[config.mk]
export PLATFORM = sky130hd
export DESIGN_NAME = accel_step_detector
export DESIGN_NICKNAME = d
export VERILOG_FILES = /design/src/asd_pkg.sv /design/src/accel_step_detector.sv
export SDC_FILE = /design/constraint.sdc
export NUM_CORES = 1
export LEC_CHECK = 0
export ABC_AREA = 1
export BUFFER_PORTS_ARGS = -buffer_cell sky130_fd_sc_hd__buf_2
export CORE_UTILIZATION = 35
export DETAILED_ROUTE_END_ITERATION = 12
export SETUP_SLACK_MARGIN = 0.4
export SYNTH_ARGS = -nofsm -noshare
export SYNTH_HDL_FRONTEND = slang
export SYNTH_SLANG_ARGS = --single-unit
[constraint.sdc]
create_clock -name clk -period 4.25 [get_ports clk]
set_input_delay 0.6375 -clock clk [delete_from_list [all_inputs] [get_ports clk]]
set_output_delay 0.6375 -clock clk [all_outputs]
set_load 0.02 [all_outputs]
[src/asd_pkg.sv]
// Shared types, constants and helper functions of the accelerometer step detector.
package asd_pkg;

	localparam int AXIS_W = 14;
	localparam int MAG_W = 15;
	localparam int SENS_W = 15;
	localparam int CNT_W = 8;
	localparam int STEP_W = 32;
	localparam int CFG_IDX_W = 2;
	localparam int CFG_DATA_W = 15;

	localparam int DEF_SMOOTH_DEPTH = 4;
	localparam int DEF_WINDOW_DEPTH = 15;
	localparam int DEF_LEVEL_DEPTH = 4;

	localparam logic [SENS_W-1:0] SENS_RESET = SENS_W'(500);
	localparam logic [CNT_W-1:0] TIMEOUT_RESET = CNT_W'(50);
	localparam logic [CNT_W-1:0] START_RESET = CNT_W'(8);
	localparam logic [CNT_W-1:0] CNT_MAX = '1;

	typedef enum logic [CFG_IDX_W-1:0] {
		CFG_SENSITIVITY = 2'd0,
		CFG_TIMEOUT = 2'd1,
		CFG_STEPS_TO_START = 2'd2
	} cfg_index_t;

	typedef enum logic [2:0] {
		ST_IDLE,
		ST_SMOOTH,
		ST_DIV,
		ST_WRITE,
		ST_SCAN,
		ST_DECIDE,
		ST_JUDGE,
		ST_DONE
	} state_t;

	function automatic logic [MAG_W-1:0] axis_abs(input logic [AXIS_W-1:0] v);
		logic [MAG_W-1:0] ext;
		ext = {v[AXIS_W-1], v};
		return v[AXIS_W-1] ? MAG_W'(~ext + MAG_W'(1)) : ext;
	endfunction

	function automatic logic [CNT_W-1:0] sat_inc(input logic [CNT_W-1:0] v);
		return (v == CNT_MAX) ? v : v + CNT_W'(1);
	endfunction

endpackage

[src/accel_step_detector.sv]
// Top level of the accelerometer step detector: filter, peak search and step counting.
//
// Input beats carry an action bit and three signed 14-bit axis samples on a valid/ready
// channel; every input beat yields exactly one output beat with the step total, the
// walking flag and the number of held steps. Configuration registers are written through
// cfg_write, cfg_index and cfg_data; the user writes them only while the block is idle,
// which the block does not enforce itself. Unknown indexes are ignored. One item is worked
// on at a time. A clear action goes from acceptance straight to the done state; a
// sample before the window fills passes the smooth, divide, write, decide and done states.
// Once the window is full a sample also scans the window; a judged maximum and minimum pair
// adds a judge step, and one that updates the threshold average a divide step before it.
// The window pass reads one entry of the window memory per cycle; both averages come from
// a shared reciprocal multiplication. The next input beat can be taken in the same cycle
// as the output beat is raised, even while a finished result still waits in the output
// register; a stalled receiver only holds the block once the following result is ready.
// Reset clears the filter, window, threshold and counts and loads the register defaults;
// the window memory needs no clearing because it is read only after it has been filled.
module accel_step_detector #(
	parameter int SMOOTH_DEPTH = asd_pkg::DEF_SMOOTH_DEPTH,
	parameter int WINDOW_DEPTH = asd_pkg::DEF_WINDOW_DEPTH,
	parameter int LEVEL_DEPTH = asd_pkg::DEF_LEVEL_DEPTH
) (
	input  logic                                clk,
	input  logic                                arst_n,
	input  logic                                cfg_write,
	input  logic [asd_pkg::CFG_IDX_W-1:0]       cfg_index,
	input  logic [asd_pkg::CFG_DATA_W-1:0]      cfg_data,
	input  logic                                in_valid,
	output logic                                in_ready,
	input  logic                                action,
	input  logic signed [asd_pkg::AXIS_W-1:0]   accel_x,
	input  logic signed [asd_pkg::AXIS_W-1:0]   accel_y,
	input  logic signed [asd_pkg::AXIS_W-1:0]   accel_z,
	output logic                                out_valid,
	input  logic                                out_ready,
	output logic [asd_pkg::STEP_W-1:0]          step_total,
	output logic                                walking,
	output logic [asd_pkg::CNT_W-1:0]           held_steps
);
	import asd_pkg::*;

	localparam int SMOOTH_AW = $clog2(SMOOTH_DEPTH);
	localparam int LEVEL_AW = $clog2(LEVEL_DEPTH);
	localparam int WIN_AW = $clog2(WINDOW_DEPTH);
	localparam int FILL_W = $clog2(WINDOW_DEPTH + 1);
	localparam int SCAN_W = $clog2(WINDOW_DEPTH + 2);
	localparam int HALF_WIN = WINDOW_DEPTH / 2;
	localparam int SMOOTH_W = MAG_W + SMOOTH_AW;
	localparam int LEVEL_W = MAG_W + LEVEL_AW;
	localparam int DIV_W = (SMOOTH_W > LEVEL_W) ? SMOOTH_W : LEVEL_W;
	localparam int RECIP_W = DIV_W + 2;
	localparam int PROD_W = DIV_W + RECIP_W;
	localparam int SM_SHIFT = DIV_W + $clog2(SMOOTH_DEPTH);
	localparam int LV_SHIFT = DIV_W + $clog2(LEVEL_DEPTH);
	localparam logic [RECIP_W-1:0] SM_RECIP = RECIP_W'(((longint'(1) << SM_SHIFT)
		+ longint'(SMOOTH_DEPTH - 1)) / longint'(SMOOTH_DEPTH));
	localparam logic [RECIP_W-1:0] LV_RECIP = RECIP_W'(((longint'(1) << LV_SHIFT)
		+ longint'(LEVEL_DEPTH - 1)) / longint'(LEVEL_DEPTH));

	state_t state_q, state_next;

	logic [SENS_W-1:0] sens_q;
	logic [CNT_W-1:0] timeout_q;
	logic [CNT_W-1:0] start_q;

	logic [MAG_W-1:0] mag_q;
	logic [MAG_W-1:0] smooth_taps_q [SMOOTH_DEPTH];
	logic [SMOOTH_W-1:0] smooth_sum_q;
	logic [SMOOTH_AW-1:0] smooth_slot_q;
	logic [MAG_W-1:0] avg_q;

	logic [WIN_AW-1:0] window_slot_q;
	logic [FILL_W-1:0] window_fill_q;
	logic [WIN_AW-1:0] centre_q;
	logic [WIN_AW-1:0] walk_q;
	logic [SCAN_W-1:0] scan_cnt_q;
	logic [MAG_W-1:0] centre_val_q;
	logic hit_q;

	logic [MAG_W-1:0] held_max_q;
	logic [MAG_W-1:0] pair_hi_q;
	logic seeking_q;
	logic [CNT_W-1:0] since_q;

	logic [MAG_W-1:0] level_hist_q [LEVEL_DEPTH];
	logic [LEVEL_W-1:0] level_sum_q;
	logic [LEVEL_AW-1:0] level_slot_q;
	logic [MAG_W-1:0] level_thr_q;

	logic [CNT_W-1:0] run_q;
	logic [CNT_W-1:0] pending_q;
	logic walking_mode_q;
	logic [STEP_W-1:0] confirmed_q;

	logic div_sel_level_q;

	logic out_valid_q;
	logic [STEP_W-1:0] step_total_q;
	logic walking_q;
	logic [CNT_W-1:0] held_steps_q;

	logic [MAG_W-1:0] win_mem [WINDOW_DEPTH];
	logic [MAG_W-1:0] win_rdata_q;

	logic accept;
	logic win_we;
	logic win_re;
	logic out_load;
	logic [WIN_AW-1:0] win_raddr;
	logic [SMOOTH_W-1:0] smooth_sum_next;
	logic [WIN_AW-1:0] slot_next;
	logic [FILL_W-1:0] fill_next;
	logic [WIN_AW:0] centre_raw;
	logic [WIN_AW-1:0] centre_next;
	logic [DIV_W-1:0] div_num;
	logic [RECIP_W-1:0] div_recip;
	logic [PROD_W-1:0] div_prod;
	logic [MAG_W-1:0] div_quot;
	logic found;
	logic judge_go;
	logic timeout_hit;
	logic swing_ok;
	logic [MAG_W:0] pair_sum;
	logic [MAG_W-1:0] midpoint;
	logic [LEVEL_W-1:0] level_sum_next;
	logic [SENS_W-2:0] half_sens;
	logic step_ok;
	logic [CNT_W-1:0] run_inc;
	logic [CNT_W-1:0] pend_inc;
	logic [CNT_W-1:0] since_inc;

	always_comb begin
		smooth_sum_next = smooth_sum_q - SMOOTH_W'(smooth_taps_q[smooth_slot_q])
			+ SMOOTH_W'(mag_q);
		slot_next = (window_slot_q == WIN_AW'(WINDOW_DEPTH - 1)) ? '0
			: window_slot_q + WIN_AW'(1);
		fill_next = (window_fill_q == FILL_W'(WINDOW_DEPTH)) ? window_fill_q
			: window_fill_q + FILL_W'(1);
		centre_raw = {1'b0, slot_next} + (WIN_AW + 1)'(HALF_WIN);
		centre_next = (centre_raw >= (WIN_AW + 1)'(WINDOW_DEPTH))
			? WIN_AW'(centre_raw - (WIN_AW + 1)'(WINDOW_DEPTH)) : WIN_AW'(centre_raw);
		win_raddr = (scan_cnt_q == '0) ? centre_q : walk_q;

		div_num = div_sel_level_q ? DIV_W'(level_sum_q) : DIV_W'(smooth_sum_q);
		div_recip = div_sel_level_q ? LV_RECIP : SM_RECIP;
		div_prod = PROD_W'(div_num) * PROD_W'(div_recip);
		div_quot = div_sel_level_q ? MAG_W'(div_prod >> LV_SHIFT)
			: MAG_W'(div_prod >> SM_SHIFT);

		found = (window_fill_q == FILL_W'(WINDOW_DEPTH)) && !hit_q;
		since_inc = sat_inc(since_q);
		judge_go = seeking_q && found;
		timeout_hit = seeking_q && !found && (since_inc >= timeout_q);
		swing_ok = {1'b0, held_max_q} > ({1'b0, centre_val_q} + {1'b0, sens_q});
		pair_sum = {1'b0, held_max_q} + {1'b0, centre_val_q};
		midpoint = pair_sum[MAG_W:1];
		level_sum_next = level_sum_q - LEVEL_W'(level_hist_q[level_slot_q])
			+ LEVEL_W'(midpoint);

		half_sens = sens_q[SENS_W-1:1];
		step_ok = ({1'b0, pair_hi_q} > ({1'b0, level_thr_q} + (MAG_W + 1)'(half_sens)))
			&& (({1'b0, centre_val_q} + (MAG_W + 1)'(half_sens)) < {1'b0, level_thr_q});
		run_inc = sat_inc(run_q);
		pend_inc = sat_inc(pending_q);
	end

	always_comb begin
		state_next = state_q;
		case (state_q)
			ST_IDLE: begin
				if (in_valid) begin
					state_next = action ? ST_DONE : ST_SMOOTH;
				end
			end
			ST_SMOOTH: state_next = ST_DIV;
			ST_DIV: state_next = div_sel_level_q ? ST_JUDGE : ST_WRITE;
			ST_WRITE: begin
				state_next = (fill_next == FILL_W'(WINDOW_DEPTH)) ? ST_SCAN : ST_DECIDE;
			end
			ST_SCAN: begin
				if (scan_cnt_q == SCAN_W'(WINDOW_DEPTH + 1)) begin
					state_next = ST_DECIDE;
				end
			end
			ST_DECIDE: begin
				if (judge_go) begin
					state_next = swing_ok ? ST_DIV : ST_JUDGE;
				end else begin
					state_next = ST_DONE;
				end
			end
			ST_JUDGE: state_next = ST_DONE;
			ST_DONE: begin
				if (!out_valid_q || out_ready) begin
					state_next = ST_IDLE;
				end
			end
			default: state_next = ST_IDLE;
		endcase
	end

	always_comb begin
		in_ready = (state_q == ST_IDLE);
		win_we = (state_q == ST_WRITE);
		win_re = (state_q == ST_SCAN) && (scan_cnt_q <= SCAN_W'(WINDOW_DEPTH));
		out_load = (state_q == ST_DONE) && (!out_valid_q || out_ready);
		accept = in_valid && in_ready;
	end

	always_ff @(posedge clk) begin
		if (win_we) begin
			win_mem[window_slot_q] <= avg_q;
		end
		if (win_re) begin
			win_rdata_q <= win_mem[win_raddr];
		end
	end

	always_ff @(posedge clk or negedge arst_n) begin
		if (!arst_n) begin
			state_q <= ST_IDLE;
		end else begin
			state_q <= state_next;
		end
	end

	always_ff @(posedge clk or negedge arst_n) begin
		if (!arst_n) begin
			sens_q <= SENS_RESET;
			timeout_q <= TIMEOUT_RESET;
			start_q <= START_RESET;
		end else if (cfg_write) begin
			case (cfg_index)
				CFG_SENSITIVITY: sens_q <= cfg_data[SENS_W-1:0];
				CFG_TIMEOUT: timeout_q <= cfg_data[CNT_W-1:0];
				CFG_STEPS_TO_START: start_q <= cfg_data[CNT_W-1:0];
				default: ;
			endcase
		end
	end

	always_ff @(posedge clk) begin
		if (accept) begin
			mag_q <= axis_abs(accel_x) + axis_abs(accel_y) + axis_abs(accel_z);
		end
		if (state_q == ST_SCAN) begin
			if (scan_cnt_q == SCAN_W'(1)) begin
				centre_val_q <= win_rdata_q;
			end
		end
		if (state_q == ST_DECIDE) begin
			pair_hi_q <= held_max_q;
		end
	end

	always_ff @(posedge clk or negedge arst_n) begin
		if (!arst_n) begin
			for (int i = 0; i < SMOOTH_DEPTH; i++) begin
				smooth_taps_q[i] <= '0;
			end
			smooth_sum_q <= '0;
			smooth_slot_q <= '0;
			avg_q <= '0;
			div_sel_level_q <= 1'b0;
		end else begin
			if (state_q == ST_SMOOTH) begin
				smooth_taps_q[smooth_slot_q] <= mag_q;
				smooth_sum_q <= smooth_sum_next;
				smooth_slot_q <= (smooth_slot_q == SMOOTH_AW'(SMOOTH_DEPTH - 1)) ? '0
					: smooth_slot_q + SMOOTH_AW'(1);
				div_sel_level_q <= 1'b0;
			end else if (state_q == ST_DECIDE && judge_go && swing_ok) begin
				div_sel_level_q <= 1'b1;
			end else if (state_q == ST_DIV && !div_sel_level_q) begin
				avg_q <= div_quot;
			end
		end
	end

	always_ff @(posedge clk or negedge arst_n) begin
		if (!arst_n) begin
			window_slot_q <= '0;
			window_fill_q <= '0;
			centre_q <= '0;
			walk_q <= '0;
			scan_cnt_q <= '0;
			hit_q <= 1'b0;
		end else begin
			if (state_q == ST_WRITE) begin
				window_slot_q <= slot_next;
				window_fill_q <= fill_next;
				centre_q <= centre_next;
				walk_q <= slot_next;
				scan_cnt_q <= '0;
				hit_q <= 1'b0;
			end else if (state_q == ST_SCAN) begin
				scan_cnt_q <= scan_cnt_q + SCAN_W'(1);
				if (win_re && scan_cnt_q != '0) begin
					walk_q <= (walk_q == WIN_AW'(WINDOW_DEPTH - 1)) ? '0 : walk_q + WIN_AW'(1);
				end
				if (scan_cnt_q > SCAN_W'(1)) begin
					if (seeking_q ? (win_rdata_q < centre_val_q) : (win_rdata_q > centre_val_q))
						begin
						hit_q <= 1'b1;
					end
				end
			end
		end
	end

	always_ff @(posedge clk or negedge arst_n) begin
		if (!arst_n) begin
			held_max_q <= '0;
			seeking_q <= 1'b0;
			since_q <= '0;
			for (int i = 0; i < LEVEL_DEPTH; i++) begin
				level_hist_q[i] <= '0;
			end
			level_sum_q <= '0;
			level_slot_q <= '0;
			level_thr_q <= '0;
			run_q <= '0;
			pending_q <= '0;
			walking_mode_q <= 1'b0;
			confirmed_q <= '0;
		end else begin
			if (accept && action) begin
				confirmed_q <= '0;
				pending_q <= '0;
				run_q <= '0;
				walking_mode_q <= 1'b0;
			end
			if (state_q == ST_DECIDE) begin
				if (!seeking_q) begin
					if (found) begin
						held_max_q <= centre_val_q;
						seeking_q <= 1'b1;
						since_q <= '0;
					end
				end else begin
					since_q <= since_inc;
					if (found || timeout_hit) begin
						seeking_q <= 1'b0;
						held_max_q <= '0;
					end
					if (timeout_hit && !walking_mode_q) begin
						run_q <= '0;
						pending_q <= '0;
					end
					if (judge_go && swing_ok) begin
						level_hist_q[level_slot_q] <= midpoint;
						level_sum_q <= level_sum_next;
						level_slot_q <= (level_slot_q == LEVEL_AW'(LEVEL_DEPTH - 1)) ? '0
							: level_slot_q + LEVEL_AW'(1);
					end
				end
			end
			if (state_q == ST_DIV && div_sel_level_q) begin
				level_thr_q <= div_quot;
			end
			if (state_q == ST_JUDGE) begin
				if (step_ok) begin
					if (walking_mode_q) begin
						confirmed_q <= confirmed_q + STEP_W'(1);
					end else begin
						run_q <= run_inc;
						if (run_inc >= start_q) begin
							walking_mode_q <= 1'b1;
							confirmed_q <= confirmed_q + STEP_W'(pend_inc);
							pending_q <= '0;
						end else begin
							pending_q <= pend_inc;
						end
					end
				end else if (!walking_mode_q) begin
					run_q <= '0;
					pending_q <= '0;
				end
			end
		end
	end

	always_ff @(posedge clk or negedge arst_n) begin
		if (!arst_n) begin
			out_valid_q <= 1'b0;
		end else if (out_load) begin
			out_valid_q <= 1'b1;
		end else if (out_ready) begin
			out_valid_q <= 1'b0;
		end
	end

	always_ff @(posedge clk) begin
		if (out_load) begin
			step_total_q <= confirmed_q;
			walking_q <= walking_mode_q;
			held_steps_q <= pending_q;
		end
	end

	assign out_valid = out_valid_q;
	assign step_total = step_total_q;
	assign walking = walking_q;
	assign held_steps = held_steps_q;

	a_accept_leaves_idle: assert property (@(posedge clk) disable iff (!arst_n)
		accept |=> state_q != ST_IDLE)
		else $error("Block stayed idle after taking an input beat.");

	a_no_pending_when_walking: assert property (@(posedge clk) disable iff (!arst_n)
		walking_mode_q |-> pending_q == '0)
		else $error("Held steps remain while in walking mode.");

	a_fill_bounded: assert property (@(posedge clk) disable iff (!arst_n)
		window_fill_q <= FILL_W'(WINDOW_DEPTH))
		else $error("Window fill count exceeds the window depth.");

	a_result_from_done: assert property (@(posedge clk) disable iff (!arst_n)
		$rose(out_valid_q) |-> $past(state_q == ST_DONE))
		else $error("Output beat raised outside the completion state.");

	a_scan_reads_only_in_scan: assert property (@(posedge clk) disable iff (!arst_n)
		win_we |-> !win_re && state_q == ST_WRITE)
		else $error("Window memory written during the window pass.");

endmodule
Word level (Yosys, flattened, before mapping):

Memory sizes are Yosys's and may differ from the RTL's. A register that Yosys moved wholly into a read port is not among the register bits.
Cells that the tools add are included.

* $add $sub $neg: 26
* eq/ne operators: 24
* reductions and logical operators: 47
* bitwise gates (word level): 7
* order comparisons: 14
* muxes and demuxes: 86

Operator list (number)
* $mux W15: 12
* $mux W8: 22
* $mux W32: 5
* $bwmux W60: 2
* $bmux W15 S2: 2
* $demux W15 S2: 2
* $add A15 B1 Y15 const B: 3
* $not A15 Y15: 3
* $add A17 B15 Y17: 2
* $sub A17 B15 Y17: 2
* $add A15 B14 Y16: 2
* $add A15 B15 Y16: 2
* $add A32 B1 Y32 const B: 1
* $add A32 B8 Y32: 1
* $gt A15 B16 Y1: 2
* $mux W4: 8
* $add A15 B15 Y15: 2
* $add A8 B1 Y8 const B: 3
* $eq A8 B8 Y1 const B: 3
* $pmux W3 S8: 1
* $mux W3: 7
* $mux W1: 20
* $logic_and A1 B1 Y1: 18
* $mux W17: 1
* other kinds (37): 78

* input port bits: 65
* memories: 1
* bits in writable memories: 225
* bits in registers: 405
* word-level logic and storage cells: 244
* output and inout bits: 43

Memories
* win_mem: words 15, width 15, read ports 1, clocked after memory_dff 1, write ports 1, RTL line accel_step_detector.sv:102 `logic [MAG_W-1:0] win_mem [WINDOW_DEPTH];`

Logic depth before layout (Yosys ltp):

* word-level depth: 12
* depth in mapped cells: 29

Least setup slack after synthesis:

OpenSTA, ideal clock, no wires.

* path kind: reg-to-reg
* start: register centre_val_q[1]
* end: register level_sum_q[16]
* cell stages (with the launch flop): 23
* clock period less this slack: 3886 ps
* setup time: 83 ps
* path slack: 364 ps
* buffers on the path: 0
* arrival: 3803 ps
* cells stage by stage: edfxtp_1 ha_1 nand2_1 o21ai_1 a21oi_1 o21bai_1 nand2_1 nand2_1 nand2_1 nand2_1 xor2_1 inv_1 fa_1 inv_1 ha_1 nand2_1 nor2_1 inv_1 o211ai_1 a21oi_1 xnor2_1 inv_1 o21ai_0

* cells in the longest elaborated chain, start to end: 4
* elaborated cells on any way between the ends: 6
* those cells by class: 3 x add/sub; 1 x order compare; 2 x reduce/logical

Ends and longest elaborated chain
* from (decl): RTL line accel_step_detector.sv:77 `logic [MAG_W-1:0] centre_val_q;`
* from (signal assigned): RTL line accel_step_detector.sv:248 `centre_val_q <= win_rdata_q;`
* $add A15 B15 Y16: RTL line accel_step_detector.sv:154 `swing_ok = {1'b0, held_max_q} > ({1'b0, centre_val_q} + {1'b0, sens_q});`
* $gt A15 B16 Y1: RTL line accel_step_detector.sv:154
* $logic_and A1 B1 Y1: RTL line accel_step_detector.sv:350 `if (judge_go && swing_ok) begin`
* $reduce_and A3 Y1 (no source line)
* to (signal assigned): RTL line accel_step_detector.sv:352 `level_sum_q <= level_sum_next;`
* to (decl): RTL line accel_step_detector.sv:86 `logic [LEVEL_W-1:0] level_sum_q;`

Several ways; a longest one is shown, not always the timed one.
A chain may end at the register's enable or synchronous reset.

Final worst setup path:

* start: register centre_val_q[0]
* end: register level_sum_q[10]

* elaborated cells on any way between the ends: 6
* those cells by class: 3 x add/sub; 1 x order compare; 2 x reduce/logical

RTL lines
* $add A15 B15 Y16: RTL line accel_step_detector.sv:155 `pair_sum = {1'b0, held_max_q} + {1'b0, centre_val_q};`
* net pair_sum[4]: RTL line accel_step_detector.sv:123 `logic [MAG_W:0] pair_sum;`
* $add A17 B15 Y17: RTL line accel_step_detector.sv:158 `+ LEVEL_W'(midpoint);`

The timed path passes the listed nets, and every way through them passes these cells.

==> results by group <==
Clock tree
  • H-tree Lvls: 3
  • Clk root buf: clkbuf_16
  • Longest Clk Path Bufs: 3
  • Clock sink count: 645
  • Num CTS Buffers: 74
  • Worst-path clk slew: 0.06 ns
  • Skew-Pair Late Insertion Delay: 0.65 ns
  • CTS tree: yes

Yosys
  • Mapped Avg Cell Area: 8.76 um2
  • Synth warnings: 0
  • Async set or reset register ratio after synthesis: 49.5%
  • Post-Syn Area: 37,000 um2
  • Mapped Nets: 4,550
  • Synth cell count leaders: nand2_1, inv_1, o21ai_0
  • Count of different cell masters after synthesis: 59
  • Syn Inst Count: 4,227
  • Most frequent cell after synthesis: nand2_1
  • Sequential area share after synthesis: 48.1%
  • Post-synth top flop: edfxtp_1
  • Count of flip-flops with a built-in enable after synthesis: 326
  • Synth top area share: 26.5%
  • Area leader, netlist: edfxtp_1
  • Most area-consuming cells after synthesis: edfxtp_1, dfrtp_1, nand2_1
  • Yosys reg bits: 645

GRT
  • Largest net degree at the start of global routing: 85
  • Total gr overflow: 0
  • Initial antenna violation count: 1
  • Vias in the first global route: 28,500
  • First-pass GRT wire length: 161 mm
  • Gr usage total: 19.1%

Placed design
  • Placed instance area: 39,700 um2
  • Cells after DPL: 5,688
  • HPWL Detailed: 73.0 mm
  • Pre-CTS setup slack: -0.0487 ns
  • Placer Congestion: 0.937
  • Port Buffers: 107

Timing
  • Clk_skew: 0.0453 ns
  • Setup_tns: 0 ns
  • Unrepaired setup endpoints after global routing: true
  • Fin crit share: 90.0%
  • Fin crit period: 3.83 ns
  • Final slew viol count: 0
  • Worst slew pin tran: 1.16 ns
  • Slew margin rel.: 22.9%
  • PnR worst setup slack: 0.425 ns
  • Peak Freq: 261 MHz
  • Final Hold Fails: 0
  • Setup-failing EPs final: 0
  • Hold Slack: 0.0246 ns

Power
  • PD cells: 724 nW/um2
  • Clock share of power: 20.9%
  • Cell-internal power: 17.4 mW
  • Combinational share of power: 49.0%
  • Net Sw Frac: 44.8%
  • Lkg Pwr: 19.5 nW
  • VDD IR max: 0.721 mV
  • Final Total Pwr: 31.6 mW
  • Sequential power share: 30.1%
  • NetSw: 14.1 mW

Die
  • Die X: 327 um
  • Ports: 108
  • Full die area: 107,000 um2
  • Starting Density: 35.5%
  • Core box area: 104,000 um2
  • Die height: 327 um
  • FP Rows: 118

Final layout
  • Share of cells above drive strength 1: 13.7%
  • Post-layout net count: 4,760
  • Ant diodes: 0
  • Final Cell Area: 43,600 um2
  • Final Non-Filler Cells: 5,878
  • Final core utilization: 41.8%
  • Area growth syn-to-layout: 17.8%

Setup path
  • CP Data Required Time: 4.83 ns
  • Length in cells of the worst reg-to-reg path: 15
  • Crit path max fanout: 4
  • CP arrival: 4.40 ns
  • CP Launch Type: flop
  • CP Class: reg -> reg
  • Crit. End Element: flop
  • Flop2flop setup slack: 0.42 ns

Flow run
  • MaxCap Viol Count: 0

Routing
  • DR iter-0 viols: 2,250
  • Per-cell routed wire length: 17.9 um
  • Final ANT Viol Nets: 0
  • Total Routed Length: 105 mm
  • 1st-pass router iterations: 6
  • Vias post-DR: 30,000
  • DRC: 0
  • Vias per cell: 5.11

Status
  • Status: finished clean

Min path
  • Hold WC Path Type: in -> async
-- cell usage in the layout, fill, tap and decap left out, types with 25 or more instances in the layout --
cell and n:
buf_4 127, a21oi_1 181, nor3_1 43, edfxtp_1 326, nand3_1 250, o21ai_0 365
nand2_2 61, nand2_1 947, nor2_1 336, nand4_1 39, o221ai_1 44, ha_1 192
xor2_1 80, clkbuf_16 79, buf_2 106, fa_1 46, o21ai_1 25, dfrtp_1 306
inv_1 465, xnor2_1 52, o22ai_1 32
-- area by class of cell --
cell class                 instances  area, um2
clock buffer                      97       2020
fill                           10300      60600
timing repair buffer             266       2040
clock inverter                    40        523
tap                             1380       1730
multi-input combinational       2971      17700
inverter                         479       1800
sequential                       645      17800
-- what timing repair did --
action	in CTS	in global routing
hold buffers	0	0
pin swaps	11	65
gates cloned	1	7
resized for setup	27	208
endpoints found under the hold margin	0	0
buffers inserted	15	30
setup endpoints to repair	120	133
-- cells by family (layout without fill, tap and decap cells) --
| group | count (synthesis) | count (layout) | share of synthesized area (%) |
|---|---|---|---|
| XOR/XNOR | 140 | 140 | 3.31 |
| adder cells (fa/ha/maj) | 258 | 258 | 9.74 |
| buffers and inverters | 614 | 882 | 6.51 |
| AO/OA/AOI/OAI | 798 | 798 | 12.2 |
| AND/OR/NAND/NOR | 1763 | 1766 | 19.9 |
| multiplexers | 9 | 9 | 0.267 |
| flip-flops | 645 | 645 | 48.1 |
-- power groups by stage --
stage          registers [mW]  logic [mW]  clock network, mW
6_report                 9.51        15.5               6.61
2_1_floorplan            9.22        10.5                  0
5_1_grt                  9.67        17.4               6.99
3_5_place_dp             9.62        14.9                  0
4_1_cts                  9.50        15.0               6.74
3_3_place_gp             9.59        14.7                  0
-- flip-flops by register name, summed over array words and instances (netlist names), 17 cells and up --
register and cells:
level_sum_q 17, step_total 32, smooth_taps_q 60, level_hist_q 60, confirmed_q 32, smooth_sum_q 17
win_mem 225
-- path summary, 6_finish.rpt --
path / startpoint / to
max: centre_val_q[0] / level_sum_q[10]
min: arst_n / level_sum_q[9]
max reg2reg: centre_val_q[0] / level_sum_q[10]
min reg2reg: win_rdata_q[11] / centre_val_q[11]
max in group asynchronous: arst_n / smooth_taps_q[0]
min in group clk: out_ready / out_valid
-- worst max-delay path, stage by stage, from the launching register on --
cell and delay (ns):
edfxtp_1 0.44, nand2_2 0.11, inv_1 0.06, fa_2 0.45, a31oi_1 0.23, xor2_1 0.38, inv_1 0.15, fa_1 0.53
ha_4 0.31, nand2_1 0.06, nor2_2 0.18, nor2_2 0.07, o31ai_2 0.30, a31oi_1 0.17, xor2_1 0.16, o21ai_1 0.15
-- layer usage --
layer,vias up,global-route usage [%],part of all wire (%)
met5,-,0,0
met3,138,2.25,4.9
met4,0,4.58,2.0
met2,786,32.1,48
met1,14400,26.1,45
li1,14700,-,-
Note: power is estimated with default switching activity, not from simulation.
